[src/hw/rtl/wsfd_pkg.sv]
// shared types and constants of the websocket frame deframer
`timescale 1ns / 1ps

package wsfd_pkg;

    localparam int BYTE_W   = 8;
    localparam int LIMIT_W  = 64;
    localparam int KIND_W   = 2;
    localparam int OPC_W    = 4;
    localparam int LEN7_W   = 7;
    localparam int HLEFT_W  = 4;
    localparam int KEY_W    = 32;
    localparam int MIDX_W   = 2;

    localparam logic [LEN7_W-1:0]  LEN16_CODE = 7'd126;
    localparam logic [LEN7_W-1:0]  LEN64_CODE = 7'd127;
    localparam logic [OPC_W-1:0]   OP_CONT    = 4'h0;
    localparam logic [OPC_W-1:0]   OP_BINARY  = 4'h2;
    localparam logic [OPC_W-1:0]   OP_CLOSE   = 4'h8;
    localparam logic [HLEFT_W-1:0] EXT16_BYTES = 4'd2;
    localparam logic [HLEFT_W-1:0] EXT64_BYTES = 4'd8;
    localparam logic [HLEFT_W-1:0] KEY_BYTES   = 4'd4;

    typedef enum logic [KIND_W-1:0] {
        KIND_PAYLOAD  = 2'd0,
        KIND_EMPTY    = 2'd1,
        KIND_OVERSIZE = 2'd2,
        KIND_CLOSE    = 2'd3
    } t_kind;

    typedef enum logic [6:0] {
        PH_HDR0    = 7'b0000001,
        PH_HDR1    = 7'b0000010,
        PH_EXTLEN  = 7'b0000100,
        PH_MASKKEY = 7'b0001000,
        PH_PAYLOAD = 7'b0010000,
        PH_SKIP    = 7'b0100000,
        PH_CLOSED  = 7'b1000000
    } t_phase;

    typedef struct packed {
        t_kind             kind;
        logic [BYTE_W-1:0] payload_byte;
        logic              frame_last;
        logic              message_end;
        logic [OPC_W-1:0]  message_type;
    } t_result;

endpackage

[src/hw/rtl/wsfd_byte_if.sv]
// byte stream channel into the deframer
`timescale 1ns / 1ps

interface wsfd_byte_if;
    import wsfd_pkg::*;

    logic              valid;
    logic              ready;
    logic [BYTE_W-1:0] data_byte;

    modport source (output valid, output data_byte, input ready);
    modport sink   (input valid, input data_byte, output ready);
endinterface

[src/hw/rtl/wsfd_result_if.sv]
// result channel out of the deframer
`timescale 1ns / 1ps

interface wsfd_result_if;
    import wsfd_pkg::*;

    logic              valid;
    logic              ready;
    logic [KIND_W-1:0] result_kind;
    logic [BYTE_W-1:0] payload_byte;
    logic              frame_last;
    logic              message_end;
    logic [OPC_W-1:0]  message_type;

    modport source (output valid, output result_kind, output payload_byte,
                    output frame_last, output message_end, output message_type,
                    input ready);
    modport sink   (input valid, input result_kind, input payload_byte,
                    input frame_last, input message_end, input message_type,
                    output ready);
endinterface

[src/hw/rtl/wsfd_cfg_if.sv]
// configuration write channel carrying the payload limit
`timescale 1ns / 1ps

interface wsfd_cfg_if;
    import wsfd_pkg::*;

    logic               valid;
    logic               ready;
    logic [LIMIT_W-1:0] payload_limit;

    modport source (output valid, output payload_limit, input ready);
    modport sink   (input valid, input payload_limit, output ready);
endinterface

[src/hw/rtl/wsfd_parser.sv]
// frame header parser and payload unmasking state machine
`timescale 1ns / 1ps

module wsfd_parser (
    input  logic                         i_clk,
    input  logic                         i_rst_n,
    input  logic                         i_accept,
    input  logic [wsfd_pkg::BYTE_W-1:0]  i_data_byte,
    input  logic [wsfd_pkg::LIMIT_W-1:0] i_payload_limit,
    output logic                         o_res_valid,
    output wsfd_pkg::t_result            o_res
);
    import wsfd_pkg::*;

    t_phase             r_phase, n_phase;
    logic               r_fin, n_fin;
    logic [OPC_W-1:0]   r_frame_type, n_frame_type;
    logic               r_mask_present, n_mask_present;
    logic [HLEFT_W-1:0] r_hdr_left, n_hdr_left;
    logic [LIMIT_W-1:0] r_len, n_len;
    logic [KEY_W-1:0]   r_mask_key, n_mask_key;
    logic [MIDX_W-1:0]  r_mask_index, n_mask_index;
    logic [OPC_W-1:0]   r_msg_opc, n_msg_opc;

    logic               hd_go;
    logic [OPC_W-1:0]   hd_opc;
    logic [LEN7_W-1:0]  len7;
    logic [HLEFT_W-1:0] hdr_left_dec;
    logic [BYTE_W-1:0]  key_byte;
    logic               pay_last;

    assign len7         = i_data_byte[LEN7_W-1:0];
    assign hdr_left_dec = r_hdr_left - HLEFT_W'(1);
    // the byte of the key for this position, first key byte is the top one
    assign key_byte     = r_mask_present ? r_mask_key[{~r_mask_index, 3'b000} +: BYTE_W]
                                         : '0;
    assign pay_last     = (r_len == LIMIT_W'(1));
    assign hd_opc       = (r_frame_type != OP_CONT && r_msg_opc == OP_CONT) ? r_frame_type
                                                                            : r_msg_opc;

    always_comb begin
        n_phase        = r_phase;
        n_fin          = r_fin;
        n_frame_type   = r_frame_type;
        n_mask_present = r_mask_present;
        n_hdr_left     = r_hdr_left;
        n_len          = r_len;
        n_mask_key     = r_mask_key;
        n_mask_index   = r_mask_index;
        n_msg_opc      = r_msg_opc;
        hd_go          = 1'b0;
        o_res_valid    = 1'b0;
        o_res          = '0;

        if (i_accept) begin
            unique case (r_phase)
                PH_HDR0: begin
                    n_fin        = i_data_byte[7];
                    n_frame_type = i_data_byte[OPC_W-1:0];
                    if (i_data_byte[OPC_W-1:0] == OP_CLOSE) begin
                        n_phase            = PH_CLOSED;
                        o_res_valid        = 1'b1;
                        o_res.kind         = KIND_CLOSE;
                        o_res.message_type = OP_CLOSE;
                    end else begin
                        n_phase = PH_HDR1;
                    end
                end
                PH_HDR1: begin
                    n_mask_present = i_data_byte[7];
                    n_mask_key     = '0;
                    if (len7 == LEN16_CODE || len7 == LEN64_CODE) begin
                        n_len      = '0;
                        n_hdr_left = (len7 == LEN16_CODE) ? EXT16_BYTES : EXT64_BYTES;
                        n_phase    = PH_EXTLEN;
                    end else begin
                        n_len = LIMIT_W'(len7);
                        if (i_data_byte[7]) begin
                            n_hdr_left = KEY_BYTES;
                            n_phase    = PH_MASKKEY;
                        end else begin
                            hd_go = 1'b1;
                        end
                    end
                end
                PH_EXTLEN: begin
                    n_len      = {r_len[LIMIT_W-BYTE_W-1:0], i_data_byte};
                    n_hdr_left = hdr_left_dec;
                    if (hdr_left_dec == '0) begin
                        if (r_mask_present) begin
                            n_hdr_left = KEY_BYTES;
                            n_phase    = PH_MASKKEY;
                        end else begin
                            hd_go = 1'b1;
                        end
                    end
                end
                PH_MASKKEY: begin
                    n_mask_key = {r_mask_key[KEY_W-BYTE_W-1:0], i_data_byte};
                    n_hdr_left = hdr_left_dec;
                    if (hdr_left_dec == '0) begin
                        hd_go = 1'b1;
                    end
                end
                PH_PAYLOAD: begin
                    n_mask_index       = r_mask_index + MIDX_W'(1);
                    n_len              = r_len - LIMIT_W'(1);
                    o_res_valid        = 1'b1;
                    o_res.kind         = KIND_PAYLOAD;
                    o_res.payload_byte = i_data_byte ^ key_byte;
                    o_res.frame_last   = pay_last;
                    o_res.message_end  = pay_last & r_fin;
                    o_res.message_type = r_msg_opc;
                    if (pay_last) begin
                        n_phase = PH_HDR0;
                        if (r_fin) begin
                            n_msg_opc = OP_CONT;
                        end
                    end
                end
                PH_SKIP: begin
                    n_len = r_len - LIMIT_W'(1);
                    if (pay_last) begin
                        n_phase = PH_HDR0;
                    end
                end
                PH_CLOSED: begin
                    n_phase = PH_CLOSED;
                end
                default: begin
                    n_phase = PH_HDR0;
                end
            endcase

            // header complete: pick payload, skip or empty/oversize report
            if (hd_go) begin
                n_mask_index = '0;
                if (r_frame_type > OP_BINARY) begin
                    n_phase = (n_len != '0) ? PH_SKIP : PH_HDR0;
                end else begin
                    n_msg_opc = hd_opc;
                    if (n_len > i_payload_limit || n_len == '0) begin
                        o_res_valid        = 1'b1;
                        o_res.kind         = (n_len == '0) ? KIND_EMPTY : KIND_OVERSIZE;
                        o_res.frame_last   = 1'b1;
                        o_res.message_end  = r_fin;
                        o_res.message_type = hd_opc;
                        n_phase            = (n_len != '0) ? PH_SKIP : PH_HDR0;
                        if (r_fin) begin
                            n_msg_opc = OP_CONT;
                        end
                    end else begin
                        n_phase = PH_PAYLOAD;
                    end
                end
            end
        end
    end

    always_ff @(posedge i_clk) begin
        if (!i_rst_n) begin
            r_phase        <= PH_HDR0;
            r_fin          <= 1'b0;
            r_frame_type   <= '0;
            r_mask_present <= 1'b0;
            r_hdr_left     <= '0;
            r_len          <= '0;
            r_mask_key     <= '0;
            r_mask_index   <= '0;
            r_msg_opc      <= OP_CONT;
        end else begin
            r_phase        <= n_phase;
            r_fin          <= n_fin;
            r_frame_type   <= n_frame_type;
            r_mask_present <= n_mask_present;
            r_hdr_left     <= n_hdr_left;
            r_len          <= n_len;
            r_mask_key     <= n_mask_key;
            r_mask_index   <= n_mask_index;
            r_msg_opc      <= n_msg_opc;
        end
    end

endmodule

[src/hw/rtl/wsfd_skid.sv]
// two-entry output register with skid stage for the result channel
`timescale 1ns / 1ps

module wsfd_skid (
    input  logic              i_clk,
    input  logic              i_rst_n,
    input  logic              i_valid,
    input  wsfd_pkg::t_result i_res,
    output logic              o_in_ready,
    output logic              o_valid,
    output wsfd_pkg::t_result o_res,
    input  logic              i_out_ready
);
    import wsfd_pkg::*;

    logic    r_out_valid, r_skid_valid;
    t_result r_out, r_skid;
    logic    out_free;

    assign o_in_ready = !r_skid_valid;
    assign o_valid    = r_out_valid;
    assign o_res      = r_out;
    assign out_free   = !r_out_valid || i_out_ready;

    always_ff @(posedge i_clk) begin
        if (!i_rst_n) begin
            r_out_valid  <= 1'b0;
            r_skid_valid <= 1'b0;
        end else if (out_free) begin
            if (r_skid_valid) begin
                r_out_valid  <= 1'b1;
                r_skid_valid <= 1'b0;
            end else begin
                r_out_valid <= i_valid;
            end
        end else if (i_valid) begin
            r_skid_valid <= 1'b1;
        end
    end

    always_ff @(posedge i_clk) begin
        if (out_free) begin
            r_out <= r_skid_valid ? r_skid : i_res;
        end
        if (!out_free && i_valid) begin
            r_skid <= i_res;
        end
    end

endmodule

[src/hw/rtl/websocket_frame_deframer.sv]
// top level of the websocket frame deframer
// a result is registered in the output register, or in the skid entry while the sink stalls
// throughput: one byte per cycle, limited only by the two-entry output skid stage
// input ready drops only while both output entries hold results the sink has not taken
// reset: synchronous active-low, parser back to the first header byte, limit to all ones
`timescale 1ns / 1ps

module websocket_frame_deframer (
    input  logic               i_clk,
    input  logic               i_rst_n,
    wsfd_byte_if.sink          i_in,
    wsfd_cfg_if.sink           i_cfg,
    wsfd_result_if.source      o_out
);
    import wsfd_pkg::*;

    // payload limit register; the user writes it only while the block is idle, not enforced here
    logic [LIMIT_W-1:0] r_payload_limit;

    logic    in_ready;
    logic    in_accept;
    logic    res_valid;
    t_result res;
    t_result out_res;

    assign i_cfg.ready = 1'b1;

    always_ff @(posedge i_clk) begin
        if (!i_rst_n) begin
            r_payload_limit <= '1;
        end else if (i_cfg.valid) begin
            r_payload_limit <= i_cfg.payload_limit;
        end
    end

    // a byte request is taken whenever the skid stage has room
    assign i_in.ready = in_ready;
    assign in_accept  = i_in.valid & in_ready;

    // header parse, length check and unmasking, all in one pass per byte
    wsfd_parser u_parser (
        .i_clk           (i_clk),
        .i_rst_n         (i_rst_n),
        .i_accept        (in_accept),
        .i_data_byte     (i_in.data_byte),
        .i_payload_limit (r_payload_limit),
        .o_res_valid     (res_valid),
        .o_res           (res)
    );

    // output register plus skid entry, so a stalled sink does not stall input at once
    wsfd_skid u_skid (
        .i_clk       (i_clk),
        .i_rst_n     (i_rst_n),
        .i_valid     (res_valid),
        .i_res       (res),
        .o_in_ready  (in_ready),
        .o_valid     (o_out.valid),
        .o_res       (out_res),
        .i_out_ready (o_out.ready)
    );

    assign o_out.result_kind  = out_res.kind;
    assign o_out.payload_byte = out_res.payload_byte;
    assign o_out.frame_last   = out_res.frame_last;
    assign o_out.message_end  = out_res.message_end;
    assign o_out.message_type = out_res.message_type;

    // close report carries the close opcode and never ends a frame
    a_close_fields: assert property (@(posedge i_clk) disable iff (!i_rst_n)
        (o_out.valid && o_out.result_kind == KIND_CLOSE) |->
        (!o_out.frame_last && !o_out.message_end && o_out.message_type == OP_CLOSE))
        else $error("close result with bad fields");

    // end of message only ever comes with end of frame
    a_mend_last: assert property (@(posedge i_clk) disable iff (!i_rst_n)
        (o_out.valid && o_out.message_end) |-> o_out.frame_last)
        else $error("message end without frame end");

    // input back-pressure only while a result is waiting on the output
    a_stall_cause: assert property (@(posedge i_clk) disable iff (!i_rst_n)
        !i_in.ready |-> o_out.valid)
        else $error("input stalled with empty output");

    // a stall of the sink with a full skid stage holds the input off next cycle
    a_full_stall: assert property (@(posedge i_clk) disable iff (!i_rst_n)
        (!i_in.ready && !o_out.ready) |=> !i_in.ready)
        else $error("skid entry lost under stall");

endmodule

[src/flat_wrapper.sv]
// flat-port wrapper written by rule: the top's interface ports become plain ports
module websocket_frame_deframer_flat import wsfd_pkg::*;
  (i_clk, i_rst_n, i_in_valid, i_in_data_byte, i_in_ready, i_cfg_valid, i_cfg_payload_limit, i_cfg_ready, o_out_valid, o_out_result_kind, o_out_payload_byte, o_out_frame_last, o_out_message_end, o_out_message_type, o_out_ready);
  wsfd_byte_if i_in_i ();
  wsfd_cfg_if i_cfg_i ();
  wsfd_result_if o_out_i ();
  input  logic i_clk;
  input  logic i_rst_n;
  input wire logic [$bits(i_in_i.valid)-1:0] i_in_valid;
  input wire logic [$bits(i_in_i.data_byte)-1:0] i_in_data_byte;
  output wire logic [$bits(i_in_i.ready)-1:0] i_in_ready;
  input wire logic [$bits(i_cfg_i.valid)-1:0] i_cfg_valid;
  input wire logic [$bits(i_cfg_i.payload_limit)-1:0] i_cfg_payload_limit;
  output wire logic [$bits(i_cfg_i.ready)-1:0] i_cfg_ready;
  output wire logic [$bits(o_out_i.valid)-1:0] o_out_valid;
  output wire logic [$bits(o_out_i.result_kind)-1:0] o_out_result_kind;
  output wire logic [$bits(o_out_i.payload_byte)-1:0] o_out_payload_byte;
  output wire logic [$bits(o_out_i.frame_last)-1:0] o_out_frame_last;
  output wire logic [$bits(o_out_i.message_end)-1:0] o_out_message_end;
  output wire logic [$bits(o_out_i.message_type)-1:0] o_out_message_type;
  input wire logic [$bits(o_out_i.ready)-1:0] o_out_ready;
  assign i_in_i.valid = i_in_valid;
  assign i_in_i.data_byte = i_in_data_byte;
  assign i_in_ready = i_in_i.ready;
  assign i_cfg_i.valid = i_cfg_valid;
  assign i_cfg_i.payload_limit = i_cfg_payload_limit;
  assign i_cfg_ready = i_cfg_i.ready;
  assign o_out_valid = o_out_i.valid;
  assign o_out_result_kind = o_out_i.result_kind;
  assign o_out_payload_byte = o_out_i.payload_byte;
  assign o_out_frame_last = o_out_i.frame_last;
  assign o_out_message_end = o_out_i.message_end;
  assign o_out_message_type = o_out_i.message_type;
  assign o_out_i.ready = o_out_ready;
  websocket_frame_deframer u_core (.i_clk(i_clk), .i_rst_n(i_rst_n), .i_in(i_in_i), .i_cfg(i_cfg_i), .o_out(o_out_i));
endmodule
[config.mk]
export PLATFORM = sky130hd
export DESIGN_NAME = websocket_frame_deframer_flat
export DESIGN_NICKNAME = d
export VERILOG_FILES = /design/src/hw/rtl/wsfd_pkg.sv /design/src/hw/rtl/wsfd_byte_if.sv /design/src/hw/rtl/wsfd_result_if.sv /design/src/hw/rtl/wsfd_cfg_if.sv /design/src/hw/rtl/wsfd_parser.sv /design/src/hw/rtl/wsfd_skid.sv /design/src/hw/rtl/websocket_frame_deframer.sv /design/src/flat_wrapper.sv
export SDC_FILE = /design/constraint.sdc
export NUM_CORES = 1
export LEC_CHECK = 0
export BUFFER_PORTS_ARGS = -buffer_cell sky130_fd_sc_hd__buf_4
export CORE_ASPECT_RATIO = 0.5
export CORE_MARGIN = 1
export CORE_UTILIZATION = 60
export DETAILED_ROUTE_END_ITERATION = 10
export HOLD_SLACK_MARGIN = 0.12
export PLACE_DENSITY = 0.77
export SLEW_MARGIN = 20
export SYNTH_ARGS = -nofsm -noshare
export SYNTH_HDL_FRONTEND = slang
export SYNTH_SLANG_ARGS = --single-unit
[constraint.sdc]
create_clock -name i_clk -period 10.9 [get_ports i_clk]
set_clock_uncertainty 0.2 [all_clocks]
set_input_delay 2.18 -clock i_clk [delete_from_list [all_inputs] [get_ports i_clk]]
set_output_delay 2.18 -clock i_clk [all_outputs]
set_load 0.05 [all_outputs]
==> summary.md, run 1 <==
| Metric | Value |
|---|---|
| Status | complete, no violations |
| Cell family with most CP delay | compound AO/OA/AOI/OAI gates |
| CTS clk-pin slew, worst paths | 70 ps |
| GR Util All Layers | 0.384 |
| Setup WS post-layout | 3830 ps |
| Core ar. | 21800 um2 |
| Fmax | 141 MHz |
| Cell Area, Synth | 13400 um2 |
| DRC viols | 0 |
| Synth cell count leaders | 222 x nand2_1, 185 x dfxtp_1, 125 x nor2_1 |
| Worst-Skew Late Latency | 530 ps |
| CP cell instances | nor3_1 > and3b_1 > buf_4 > nand4_1 > and3_1 > a211oi_1 > inv_1 > ha_1 > a21o_1 > a21o_1 > a21oi_1 > o21ai_0 > a211o_1 > a2111oi_0 > o211ai_1 > o31a_1 > a21oi_2 > nand2b_4 > a311oi_2 > buf_4 |
| Buffers added on ports | 94 |
| Area leader, netlist | dfxtp_1 |
| TritonCTS clock tree | yes |
| Area growth syn-to-layout | 10.5% |
| Number of buffers and inverters on the critical path | 3 |
| Post-synth top area share | 0.277 |
| Crit path max-delay cell type | a211oi_1 |
| CP max FO | 36 |
| Number of synthesized register bits | 217 |
| VDD IR-drop max | 0.000132 V |
| Max-slew headroom | 0.260 |
| Leading register cell type out of synthesis | dfxtp_1 |
| Largest net degree at the start of global routing | 128 |
| Die H | 108 um |
| Place WS | 4210 ps |
| PwrDens | 132 nW/um2 |
| Max-cap violations | 0 |
| Post-synth EDFFs | 32 |
| Final ANT Viol Nets | 0 |
| First-pass GRT wire length | 67800 um |
| Clock sink count | 217 |
| Vias in the first global route | 11800 |
| Setup crit start kind | flip-flop |
| Final WL | 44600 um |
| Nets | 1787 |
| Initial DRC Count | 1929 |
| Hold_buf cts | 0 |
| Drt pass-1 iters | 8 |
| Die area | 22900 um2 |
| Post-CTS sizing | 0 |
| Clock Tree Buf Depth | 3 |
| Final global-route overflow total | 0 |
| Syn avg cell area | 8.18 um2 |
| Sequential area share after synthesis | 0.349 |
| Most common cell in the netlist | nand2_1 |
| Initial antenna violation count | 0 |
| CTS Buf Count | 21 |
| Worst slew pin tran | 1110 ps |
| WP data required | 10970 ps |
| Post-DP HPWL | 31700 um |
| Fin crit period | 7070 ps |
| H-tree depth | 1 |
| Fillers | 1759 |
| Total power | 1950 uW |
| Post-CTS Setup Bufs | 0 |
| I/O pins | 96 |
| CTS Root Cell | clkbuf_16 |
| Routability cong. | 1.03 |
| Layout cells sized above 1 | 0.112 |
| WHS | 304 ps |
| Crit share post-route | 0.649 |
| Endpoints failing setup | 0 |
| Vias per cell | 6.77 |
| Final Hold Vio Count | 0 |
| WP data arrival | 7140 ps |
| Die Width | 213 um |
| Setup TNS | 0 ps |
| Initial Util | 0.614 |
| Crit path capture type | flip-flop |
| ANT cells | 0 |
| Wire length per cell | 22.8 um |
| Std cell rows | 38 |
| LEAKAGE | 0.00660 uW |
| Mapped Nets | 1780 |
| RSZ-0062 raised after global routing | no |
| Critical path class | reg2reg |
| Async S/R FF share, synth | 0 |
| Post-Syn Instances | 1635 |
| YS warnings | 0 |
| Netlist cell types | 81 |
| Vias | 13300 |
| CP max stage delay | 890 ps |
| HP Class | reg2reg |
| Pins Over Slew Limit | 0 |
| Top cells by area, synth | dfxtp_1 28%, edfxtp_1 7.2%, ha_1 6.4% |
## layout make-up
cell class,instances,area (um2),share of cell area
clock buffer,24,547,0.0370
clock inverter,14,133,0.00897
inverter,95,357,0.0241
multi-input combinational,1194,7860,0.532
sequential,217,4660,0.315
tap,300,375,0.0254
timing repair buffer,113,852,0.0576
## sequential cells by signal, summed over array words and instances, names as in the netlist
signal,cells
u_core.u_parser.r_msg_opc,4
u_core.u_parser.r_mask_present,1
u_core.u_parser.r_fin,1
u_core.u_parser.r_phase,7
u_core.u_parser.r_frame_type,4
u_core.u_skid.r_skid,16
u_core.u_parser.r_hdr_left,4
u_core.u_skid.o_res,16
u_core.r_payload_limit,64
u_core.u_parser.r_len,64
u_core.u_parser.r_mask_key,32
u_core.u_parser.r_mask_index,2
u_core.u_skid.r_skid_valid,1
u_core.u_skid.o_valid,1
## routing by layer
metal | vias to the layer above | share of wire | track usage | wire [um]
met5 | - | 0 | 0 | 0
met4 | 0 | 0.029 | 0.0954 | 1300
met3 | 120 | 0.12 | 0.0936 | 5200
met2 | 833 | 0.42 | 0.570 | 18600
met1 | 6303 | 0.44 | 0.553 | 19500
li1 | 6002 | - | - | -
## kinds of logic after synthesis
family / share of synthesized area
compound gates: 0.223
xor+xnor: 0.0118
fa+ha+maj: 0.0636
buf+inv: 0.0657
flops: 0.349
mux: 0.0187
other cells: 0.000280
simple gates: 0.269
## worst min-delay path, delay by kind of cell (launching register included)
family                 cells  cell delay (ps)
buffers and inverters      1               70
AOI/OAI and AO/OA          1               80
DFF                        1              300
## cells in the final DEF, fill, tap and decap left out, types with 12 or more instances in the layout
cell	instances
dfxtp_1	185
nand4_1	35
buf_4	112
nand3_1	36
nor3_1	35
nor4_1	46
or4_1	19
o211ai_1	80
nor2b_1	47
nor2_1	124
nor3b_1	33
or3_1	15
o211a_1	25
a22oi_1	44
o21ai_0	49
edfxtp_1	32
nand2_1	221
a21boi_0	21
a21o_1	38
ha_1	68
clkbuf_16	21
xor2_1	12
a21oi_1	39
inv_1	95
## report_power, final
part	leakage, uW	switching [uW]	internal (uW)
clock network	0.000333	333	412
logic	0.00444	204	120
registers	0.00183	40.2	841
## final timing paths
kind / from / to / slack [ps] / cells after the start
setup / recovery: u_core.u_parser.r_phase[2] / u_core.u_skid.r_skid[8] / 3830 / 20
hold / removal: u_core.r_payload_limit[34] / u_core.r_payload_limit[34] / 300 / 2
setup reg to reg: u_core.u_parser.r_phase[2] / u_core.u_skid.r_skid[8] / 3830 / 20
hold reg to reg: u_core.r_payload_limit[34] / u_core.r_payload_limit[34] / 300 / 2
## metrics by stage
stage / util / cell area (um2) / instances
floorplan: - / 13400 / 1635
global placement: 0.648 / 14100 / 1919
detailed placement: 0.648 / 14100 / 1919
CTS: 0.679 / 14800 / 1957
global route: 0.679 / 14800 / 1957
finish: 0.679 / 14800 / 1957
Note: power is estimated with default switching activity, not from simulation.
==> inputs of run 2 (changes only) <==
--- a/config.mk
+++ b/config.mk
@@ -5,13 +5,14 @@
 export SDC_FILE = /design/constraint.sdc
 export NUM_CORES = 1
 export LEC_CHECK = 0
+export ABC_AREA = 1
 export BUFFER_PORTS_ARGS = -buffer_cell sky130_fd_sc_hd__buf_4
 export CORE_ASPECT_RATIO = 0.5
 export CORE_MARGIN = 1
-export CORE_UTILIZATION = 60
+export CORE_UTILIZATION = 56
 export DETAILED_ROUTE_END_ITERATION = 10
 export HOLD_SLACK_MARGIN = 0.12
-export PLACE_DENSITY = 0.77
+export PLACE_DENSITY = 0.76
 export SLEW_MARGIN = 20
 export SYNTH_ARGS = -nofsm -noshare
 export SYNTH_HDL_FRONTEND = slang
==> constraint.sdc (replaced) <==
create_clock -name i_clk -period 6 [get_ports i_clk]
set_clock_uncertainty 0.2 [all_clocks]
set_input_delay 1.2 -clock i_clk [delete_from_list [all_inputs] [get_ports i_clk]]
set_output_delay 1.2 -clock i_clk [all_outputs]
set_load 0.05 [all_outputs]
==> run 2 against run 1 <==
  * Non-clock buffer count is 6 lower
  * First-iteration DRC count is 21% lower
  * Worst setup slack worse by 3000 ps
  * Critical endpoint is now u_core.u_skid.r_skid[2]
  * Fmax is 38% higher
  * Cell count is 33% higher
  * Worst hold slack worse by 44 ps
  * Via count is 7.6% higher
  * Combinational power is 140% higher
  * Total power is 93% higher
  * Largest power group unchanged
  * Global-route usage is 7.6 points lower
  * Cell area is 5.8% higher
  * Clock power is 85% higher
==> summary.md, run 2 <==
| Metric | Value |
|---|---|
| Status | complete, no violations |
| Hold path depth | 2 |
| Final Hold Vio Count | 0 |
| Layout cells sized above 1 | 0.0923 |
| Reg-to-reg startpoint | u_core.u_parser.r_phase[1] |
| Leading register cell type out of synthesis | dfxtp_1 |
| Clock Tree Buf Depth | 3 |
| Crit path capture type | flip-flop |
| Final WL | 39600 um |
| Crit share post-route | 0.856 |
| Sw Share | 0.319 |
| Endpoints failing setup | 0 |
| DR WL met3 | 3780 um |
| RSZ-0062 raised after global routing | no |
| Max-slew headroom | 0.359 |
| Routability cong. | 1.01 |
| PwrDens | 241 nW/um2 |
| Critical hold path startpoint | u_core.r_payload_limit[0] |
| Max-cap violations | 0 |
| Pins Over Slew Limit | 0 |
| Reg power frac | 0.428 |
| WP data required | 6020 ps |
| DRC viols | 0 |
| Total power | 3770 uW |
| TritonCTS clock tree | yes |
| Top cells by area, synth | dfxtp_1 26%, nand2_1 15%, a21oi_1 9.3% |
| Clock sink count | 217 |
| Worst slew pin tran | 953 ps |
| WP data arrival | 5150 ps |
| Std cell rows | 40 |
| NetSw | 1200 uW |
| HP Class | reg2reg |
| Buffers added on ports | 94 |
| CP cell instances | inv_1 > nand2_1 > nor2_1 > nand2_2 > nand2_4 > nor2_4 > buf_12 > nand2_1 > nand2_1 > inv_1 > ha_1 > nand2_1 > nor4_1 > and3_1 > nand2_1 > nand2_1 > nand3_1 > nand2_1 > nor2_1 > nand2_1 > nand2_1 > nor2_1 > buf_4 |
| Area growth syn-to-layout | 11.0% |
| Crit path max-delay cell type | nor4_1 |
| Vias per cell | 5.48 |
| CTS Root Cell | clkbuf_16 |
| Cell Area, Synth | 14100 um2 |
| Post-Syn Instances | 2207 |
| LEAKAGE | 0.00790 uW |
| Number of synthesized register bits | 217 |
| First-pass GRT wire length | 64000 um |
| Setup TNS | 0 ps |
| CTS clk-pin slew, worst paths | 60 ps |
| CP max FO | 70 |
| Post-CTS sizing | 0 |
| CP max stage delay | 760 ps |
| Worst Reg-to-Reg Cells | 23 |
| Synth cell count leaders | 549 x nand2_1, 283 x inv_1, 263 x a21oi_1 |
| Met1 wire length | 19100 um |
| Cell Int Power | 2570 uW |
| Netlist cell types | 49 |
| Cell depth of the worst setup path | 23 |
| DR WL met2 | 16200 um |
| I/O pins | 96 |
| Die Width | 226 um |
| Post-synth EDFFs | 32 |
| Post-synth top area share | 0.263 |
| Hold_buf cts | 0 |
| ANT cells | 0 |
| Fmax | 195 MHz |
| Wire length per cell | 15.2 um |
| Fin crit period | 5140 ps |
| Post-DP HPWL | 28700 um |
| Most common cell in the netlist | nand2_1 |
| Number of buffers and inverters on the critical path | 4 |
| Area leader, netlist | dfxtp_1 |
| Post-CTS Setup Bufs | 0 |
| Worst-Skew Late Latency | 540 ps |
| YS warnings | 0 |
| H-tree depth | 1 |
| Largest net degree at the start of global routing | 129 |
| Initial antenna violation count | 1 |
| Most frequent cells in the layout | 549 x nand2_1, 283 x inv_1, 263 x a21oi_1 |
| Sequential area share after synthesis | 0.331 |
| CTS Buf Count | 21 |
| Initial DRC Count | 1518 |
| Vias | 14300 |
| Initial Util | 0.579 |
| Clk pwr share | 0.366 |
| CP dominant cell by count | nand2_1 |
| Combinational power share | 0.206 |
| Setup crit start kind | flip-flop |
| Cell family with most CP delay | simple AND/OR/NAND/NOR gates |
| Mapped Nets | 2352 |
| Syn avg cell area | 6.39 um2 |
| Die H | 114 um |
| Die area | 25900 um2 |
| Nets | 2395 |
| Critical Path Source | u_core.u_parser.r_phase[1] |
| Final global-route overflow total | 0 |
| Commonest non-fill, non-tap cell in the layout | nand2_1 |
| Drt pass-1 iters | 6 |
| GR Util All Layers | 0.308 |
| Vias in the first global route | 12300 |
| Critical path class | reg2reg |
| Biggest regs | u_core.r_payload_limit (64), u_core.u_parser.r_len (64), u_core.u_parser.r_mask_key (32) |
| Async S/R FF share, synth | 0 |
| Core ar. | 24400 um2 |
| Final ANT Viol Nets | 0 |
| VDD IR-drop max | 0.000201 V |
| Max Used Layer | met4 |
==> run 2: power groups by stage <==
stage	combinational (uW)	clock (uW)	sequential, uW
2_1_floorplan	561	0	1620
3_3_place_gp	746	0	1640
3_5_place_dp	758	0	1640
4_1_cts	764	1390	1610
5_1_grt	877	1450	1620
6_report	776	1380	1620
==> run 2: cell type report <==
cell class	count	area, um2
Clock buffer	28	582
Tap cell	336	420
Fill cell	2301	8720
Inverter	291	1090
Sequential cell	217	4660
Clock inverter	10	111
Timing Repair Buffer	107	820
Multi-Input combinational cell	1612	7960
==> run 2: layer usage <==
metal,up-vias,GRT usage
met5,-,0
met4,0,0.0586
met3,45,0.0590
met2,600,0.459
met1,6382,0.461
li1,7234,-
==> run 2: per-stage QoR <==
stage                     area, um2  utilization  setup WS, ps  hold slack, ps  cells
after floorplan               14100            -          1290             234   2207
final                         15700        0.642           865             260   2601
after detailed placement      15000        0.614           977             256   2563
after global placement        15000        0.614          1030             249   2563
after CTS                     15600        0.642           961             266   2601
after global routing          15700        0.642           542             281   2601
==> run 2: final timing paths <==
check / end / slack, ps
worst max-delay path: u_core.u_skid.r_skid[2] / 860
worst min register to register: u_core.r_payload_limit[0] / 260
worst max register to register: u_core.u_skid.r_skid[2] / 860
worst min-delay path: u_core.r_payload_limit[0] / 260
==> run 2: cell families after synthesis <==
kind of cell,synth area share
compound gates,0.185
xor+xnor,0.00683
fa+ha+maj,0.0603
buf+inv,0.105
flops,0.331
other cells,0.000266
simple gates,0.312
==> run 2: worst min-delay path: stages, from the launching register on <==
cell	delay (ps)
dfxtp_1	310
inv_1	50
o21ai_0	60
